File: src/hw/rtl/ttc_pkg.sv
package ttc_pkg;

   localparam int COORD_WIDTH      = 16;
   localparam int REVEAL_FRAC_BITS = 16;
   localparam int REVEAL_WIDTH     = REVEAL_FRAC_BITS + 1;
   localparam int THR_WIDTH        = 17;
   localparam int EXT_WIDTH        = (REVEAL_WIDTH > THR_WIDTH) ? REVEAL_WIDTH : THR_WIDTH;
   localparam int QUO_WIDTH        = COORD_WIDTH + 1;
   localparam int PROD_WIDTH       = QUO_WIDTH + EXT_WIDTH;
   localparam int LERP_LATENCY     = QUO_WIDTH + 3;

   typedef logic signed [COORD_WIDTH-1:0] coord_type;
   typedef logic [REVEAL_WIDTH-1:0]       reveal_type;
   typedef logic [THR_WIDTH-1:0]          thr_type;
   typedef logic signed [EXT_WIDTH:0]     rdiff_type;

   typedef struct packed {
      coord_type  v0_x;
      coord_type  v0_y;
      reveal_type v0_reveal;
      coord_type  v1_x;
      coord_type  v1_y;
      reveal_type v1_reveal;
      coord_type  v2_x;
      coord_type  v2_y;
      reveal_type v2_reveal;
   } req_type;

   typedef struct packed {
      coord_type p0_x;
      coord_type p0_y;
      coord_type p1_x;
      coord_type p1_y;
      coord_type p2_x;
      coord_type p2_y;
      logic      last;
   } rsp_type;

endpackage

File: src/hw/rtl/ttc_lerp.sv
module ttc_lerp (
   input  logic                clock,
   input  ttc_pkg::coord_type  a_x,
   input  ttc_pkg::coord_type  b_x,
   input  ttc_pkg::rdiff_type  num,
   input  ttc_pkg::rdiff_type  den,
   output ttc_pkg::coord_type  res
);

   localparam int CW = ttc_pkg::COORD_WIDTH;
   localparam int QW = ttc_pkg::QUO_WIDTH;
   localparam int EW = ttc_pkg::EXT_WIDTH;
   localparam int PW = ttc_pkg::PROD_WIDTH;

   logic signed [QW-1:0] diff;
   logic signed [QW-1:0] diff_neg;
   logic signed [EW:0]   num_neg;
   logic signed [EW:0]   den_neg;

   logic [QW-1:0]      dmag_ff;
   logic [EW-1:0]      nmag_ff;
   logic [EW-1:0]      dvmag_ff;
   logic               neg_ff;
   ttc_pkg::coord_type a_ff;

   logic [PW-1:0]      rem_ff [0:QW];
   logic [QW-1:0]      q_ff   [0:QW];
   logic [EW-1:0]      dv_ff  [0:QW];
   logic               sg_ff  [0:QW];
   ttc_pkg::coord_type ax_ff  [0:QW];

   logic signed [QW-1:0] q_signed;
   logic signed [QW-1:0] sum;
   ttc_pkg::coord_type   res_ff;

   assign diff     = {b_x[CW-1], b_x} - {a_x[CW-1], a_x};
   assign diff_neg = -diff;
   assign num_neg  = -num;
   assign den_neg  = -den;

   // magnitudes and result sign
   always_ff @(posedge clock) begin
      dmag_ff  <= diff[QW-1] ? diff_neg : diff;
      nmag_ff  <= num[EW] ? num_neg[EW-1:0] : num[EW-1:0];
      dvmag_ff <= den[EW] ? den_neg[EW-1:0] : den[EW-1:0];
      neg_ff   <= diff[QW-1] ^ num[EW] ^ den[EW];
      a_ff     <= a_x;
   end

   always_ff @(posedge clock) begin
      rem_ff[0] <= dmag_ff * nmag_ff;
      q_ff[0]   <= '0;
      dv_ff[0]  <= dvmag_ff;
      sg_ff[0]  <= neg_ff;
      ax_ff[0]  <= a_ff;
   end

   // one quotient bit per stage, msb first
   for (genvar k = 0; k < QW; k++) begin : g_div
      localparam int SH = QW - 1 - k;
      logic [PW-1:0] trial;
      logic          ge;
      assign trial = {{QW{1'b0}}, dv_ff[k]} << SH;
      assign ge    = rem_ff[k] >= trial;
      always_ff @(posedge clock) begin
         rem_ff[k+1] <= ge ? rem_ff[k] - trial : rem_ff[k];
         q_ff[k+1]   <= q_ff[k] | (ge ? (QW'(1) << SH) : '0);
         dv_ff[k+1]  <= dv_ff[k];
         sg_ff[k+1]  <= sg_ff[k];
         ax_ff[k+1]  <= ax_ff[k];
      end
   end

   assign q_signed = sg_ff[QW] ? -q_ff[QW] : q_ff[QW];
   assign sum      = {ax_ff[QW][CW-1], ax_ff[QW]} + q_signed;

   always_ff @(posedge clock) begin
      res_ff <= sum[CW-1:0];
   end

   assign res = res_ff;

endmodule

File: config.mk
export PLATFORM = sky130hd
export DESIGN_NAME = ttc_lerp
export DESIGN_NICKNAME = d
export VERILOG_FILES = /design/src/hw/rtl/ttc_pkg.sv /design/src/hw/rtl/ttc_lerp.sv
export SDC_FILE = /design/constraint.sdc
export NUM_CORES = 2
export LEC_CHECK = 0
export ABC_AREA = 1
export BUFFER_PORTS_ARGS = -buffer_cell sky130_fd_sc_hd__buf_2
export CAP_MARGIN = 20
export CORE_MARGIN = 10
export CORE_UTILIZATION = 40
export DETAILED_ROUTE_END_ITERATION = 6
export HOLD_SLACK_MARGIN = 0.02
export SYNTH_ARGS = -nofsm -noshare
export SYNTH_HDL_FRONTEND = slang
export SYNTH_SLANG_ARGS = --single-unit
File: constraint.sdc
create_clock -name clock -period 7.9 [get_ports clock]
set_clock_uncertainty 0.2 [all_clocks]
set_input_delay 0 -clock clock [delete_from_list [all_inputs] [get_ports clock]]
set_output_delay 0 -clock clock [all_outputs]
set_load 0.02 [all_outputs]
==> run_results.csv <==
group,metric,value,unit
die,die_y,429,um
outcome,status,"finished clean",
worst_setup_path,path_class,"reg2reg",
placed_design,place_ws,1790,ps
final_layout,layout.nets,9293,
logic_synthesis,ys_seq_area_frac,0.417,
logic_synthesis,synthCells,8257,
die,dieArea,0.184,sq mm
placed_design,gp_congestion,0.915,
drt,wl_per_cell,16.9,um
global_routing,antenna_found_initial,10,
sta,min_period_over_period,0.787,
cts,cts-htree-levels,4,
drt,drtPass1Iterations,7,
sta,slew_viol_final,0,
worst_setup_path,end_kind,"register",
sta,rsz0062_at_grt,"false",
sta,hold_ws,114,ps
die,core,0.167,sq mm
worst_setup_path,ff2ff_path_depth,18,
drt,via_per_inst,4.86,
die,initial_core_util,0.401,
logic_synthesis,yosys.area_share.simple,0.208,
cts,post_cts_resized,0,
logic_synthesis,syn_nets,9000,
global_routing,grt_use_total,0.196,
global_routing,grt_start_max_net_pins,48,
drt,vias,52860,
cts,cts_tree,"yes",
cts,cts_buffers,151,
logic_synthesis,postSynthAreaPerCell,8.11,sq um
final_layout,design_area,0.0766,sq mm
drt,drtAntennaViolNets,0,
sta,tns,0,ps
logic_synthesis,synth-warning-count,0,
global_routing,grt_overflow,0,
die,num_io_pins,85,
worst_hold_path,worstHoldPathCells,0,
global_routing,grt_pass1_vias,52380,
global_routing,grt_first_pass_wirelength,290000,um
logic_synthesis,netlist_area,0.0669,sq mm
sta,max_freq,161,MHz
logic_synthesis,post_synth_num_cell_types,65,
placed_design,hpwl,148000,um
cts,clkSinkCount,1393,
logic_synthesis,synth_edf_count,0,
worst_setup_path,startpoint_type,"register",
sta,final-setup-viol-count,0,
sta,tightest_slew,1070,ps
worst_setup_path,crit_fanout,17,
drt,drt_wl_total,184000,um
cts,clock_latency,800,ps
logic_synthesis,synth_ff_type,"dfxtp_1",
sta,setup_slack,1680,ps
drt,drt_iter0_markers,3729,
placed_design,io_buffers,84,
worst_setup_path,crit_arrival,6740,ps
logic_synthesis,ys_async_sr_fraction,0,
die,rows,150,
logic_synthesis,synthXorXnorAreaFrac,0.0408,
worst_hold_path,worst_hold_path_type,"reg2reg",
cts,cts_max_path_buffers,3,
sta,fin_crit,6220,ps
logic_synthesis,synth-adder-area-share,0.153,
cts,root_buffer,"clkbuf_16",
logic_synthesis,synthMuxAreaShare,0,
final_layout,area_growth,14.4,%
placed_design,dpl-instance-area,0.0694,sq mm
sta,hold_viol,0,
logic_synthesis,synth_top_family_by_area,"simple AND/OR/NAND/NOR gates",
final_layout,drive_gt1_frac,0.0644,
worst_setup_path,worstPathRequired,8420,ps
sta,max_slew_margin,0.285,
cts,clk_pin_slew,60,ps
job,maxCapViolations,0,
drt,route.detailed.drc,0,
logic_synthesis,synth_seq_cells,1393,
die,die_x,429,um
logic_synthesis,synth-compound-area-share,0.0947,
==> per-layer routing <==
layer | vias to the layer above | global-route usage | part of all wire
met5 | - | 0 | 0
met4 | 0 | 0.0584 | 0.026
met3 | 259 | 0.0248 | 0.044
met2 | 1214 | 0.330 | 0.47
met1 | 24679 | 0.262 | 0.46
li1 | 26708 | - | -
==> path summary, 6_finish.rpt <==
kind,from,slack [ps],endpoint
worst max-delay path,nmag_ff[3]$_DFF_P_,1680,rem_ff[0][30]$_DFF_P_
worst min-delay path,ax_ff[16][2]$_DFF_P_,110,ax_ff[17][2]$_DFF_P_
worst min register to register,ax_ff[16][2]$_DFF_P_,110,ax_ff[17][2]$_DFF_P_
worst max register to register,nmag_ff[3]$_DFF_P_,1680,rem_ff[0][30]$_DFF_P_
==> what timing repair did <==
action / in CTS / in global routing
buffers inserted: 0 / 0
hold endpoints to repair: 68 / 0
hold buffers: 183 / 0
==> sequential cells by signal, summed over array words and instances (netlist names), 17 cells and up <==
name,cells
q_ff,136
nmag_ff,17
rem_ff,578
dvmag_ff,17
ax_ff,288
dmag_ff,17
sg_ff,18
dv_ff,289
==> per-stage QoR <==
| step | cells | utilization |
|---|---|---|
| after floorplan | 8257 | - |
| after global placement | 10417 | 0.416 |
| after detailed placement | 10418 | 0.416 |
| after CTS | 10873 | 0.459 |
| after global routing | 10877 | 0.459 |
| final | 10878 | 0.459 |
==> final cells by class <==
class / count / area [sq um]
Tap cell: 2204 / 2760
Sequential cell: 1393 / 27900
Inverter: 1339 / 5030
Fill cell: 16349 / 90300
Clock buffer: 188 / 4120
Clock inverter: 84 / 1230
Multi-Input combinational cell: 5392 / 33200
Timing Repair Buffer: 273 / 2290
Antenna cell: 5 / 12.5
==> cell families after synthesis <==
group | count (synthesis)
adder cells (fa/ha/maj) | 674
AO/OA/AOI/OAI | 1131
flip-flops | 1393
XOR/XNOR | 312
AND/OR/NAND/NOR | 3275
buffers and inverters | 1472
==> synth_stat cells (3+ instances only) <==
cell      instances  area share
nand3_1         316       0.024
nand2_1        1857        0.10
a21oi_1         483       0.036
and2_1            5     0.00047
nor2_4            5     0.00084
or2_2            49      0.0046
a31oi_1          21      0.0020
xnor2_1         153       0.020
inv_4             3     0.00028
nand3_2           8      0.0012
nand2_2          18      0.0017
a21oi_2          18      0.0024
nor4_2            4     0.00075
nand4_1         103      0.0096
o21ai_0         358       0.027
o21bai_1         24      0.0027
inv_1          1321       0.074
buf_2            22      0.0016
inv_2            14     0.00078
xor2_1          159       0.021
ha_1            432       0.081
clkbuf_1         72      0.0040
a211oi_1         10      0.0011
nand3_4           3     0.00078
buf_6            26      0.0044
o31ai_1           3     0.00034
a21boi_2          4     0.00067
nand4_2           3     0.00056
nand3b_1         55      0.0062
buf_4             9      0.0010
o21ai_2          55      0.0072
fa_1            242       0.072
nor3_1          100      0.0075
o21a_1           14      0.0016
o211ai_1          7     0.00078
dfxtp_1        1393        0.42
and3_1            7     0.00065
nor2_1          664       0.037
a21o_1           31      0.0035
o21ai_1          76      0.0057
a21boi_0         11      0.0012
nor2_2           12      0.0011
nor4_1           54      0.0050
==> worst max-delay path, stage by stage (launching register included) <==
cell and delay, ps:
dfxtp_1 820, nand2_1 180, fa_1 580, fa_1 440, fa_1 500, fa_1 500, inv_1 60, fa_1 530
inv_1 60, fa_1 540, inv_1 40, ha_1 360, nand2_1 100, inv_1 80, nand2_1 50, o21ai_0 420
nand3_1 240, o21ai_0 270, xor2_1 160
==> cell usage in the layout (no fill, tap or decap), types with 20 or more instances in the layout <==
cell type | netlist | layout
a21o_1 | 31 | 31
a21oi_1 | 483 | 483
a31oi_1 | 21 | 21
buf_2 | 22 | 85
bufinv_16 | 0 | 20
clkbuf_16 | 0 | 152
clkinv_2 | 0 | 27
dfxtp_1 | 1393 | 1393
dlygate4sd3_1 | 0 | 183
fa_1 | 242 | 242
ha_1 | 432 | 432
inv_1 | 1321 | 1321
nand2_1 | 1857 | 1857
nand3_1 | 316 | 316
nand3b_1 | 55 | 55
nand4_1 | 103 | 103
nor2_1 | 664 | 663
nor3_1 | 100 | 100
nor4_1 | 54 | 54
o21ai_0 | 358 | 358
o21ai_1 | 76 | 76
o21ai_2 | 55 | 55
o21bai_1 | 24 | 24
or2_2 | 49 | 49
xnor2_1 | 153 | 153
xor2_1 | 159 | 159
Power is left out: the tool's default activity adds up to more than one toggle a clock period on the data nets, which glitch-free logic cannot reach.
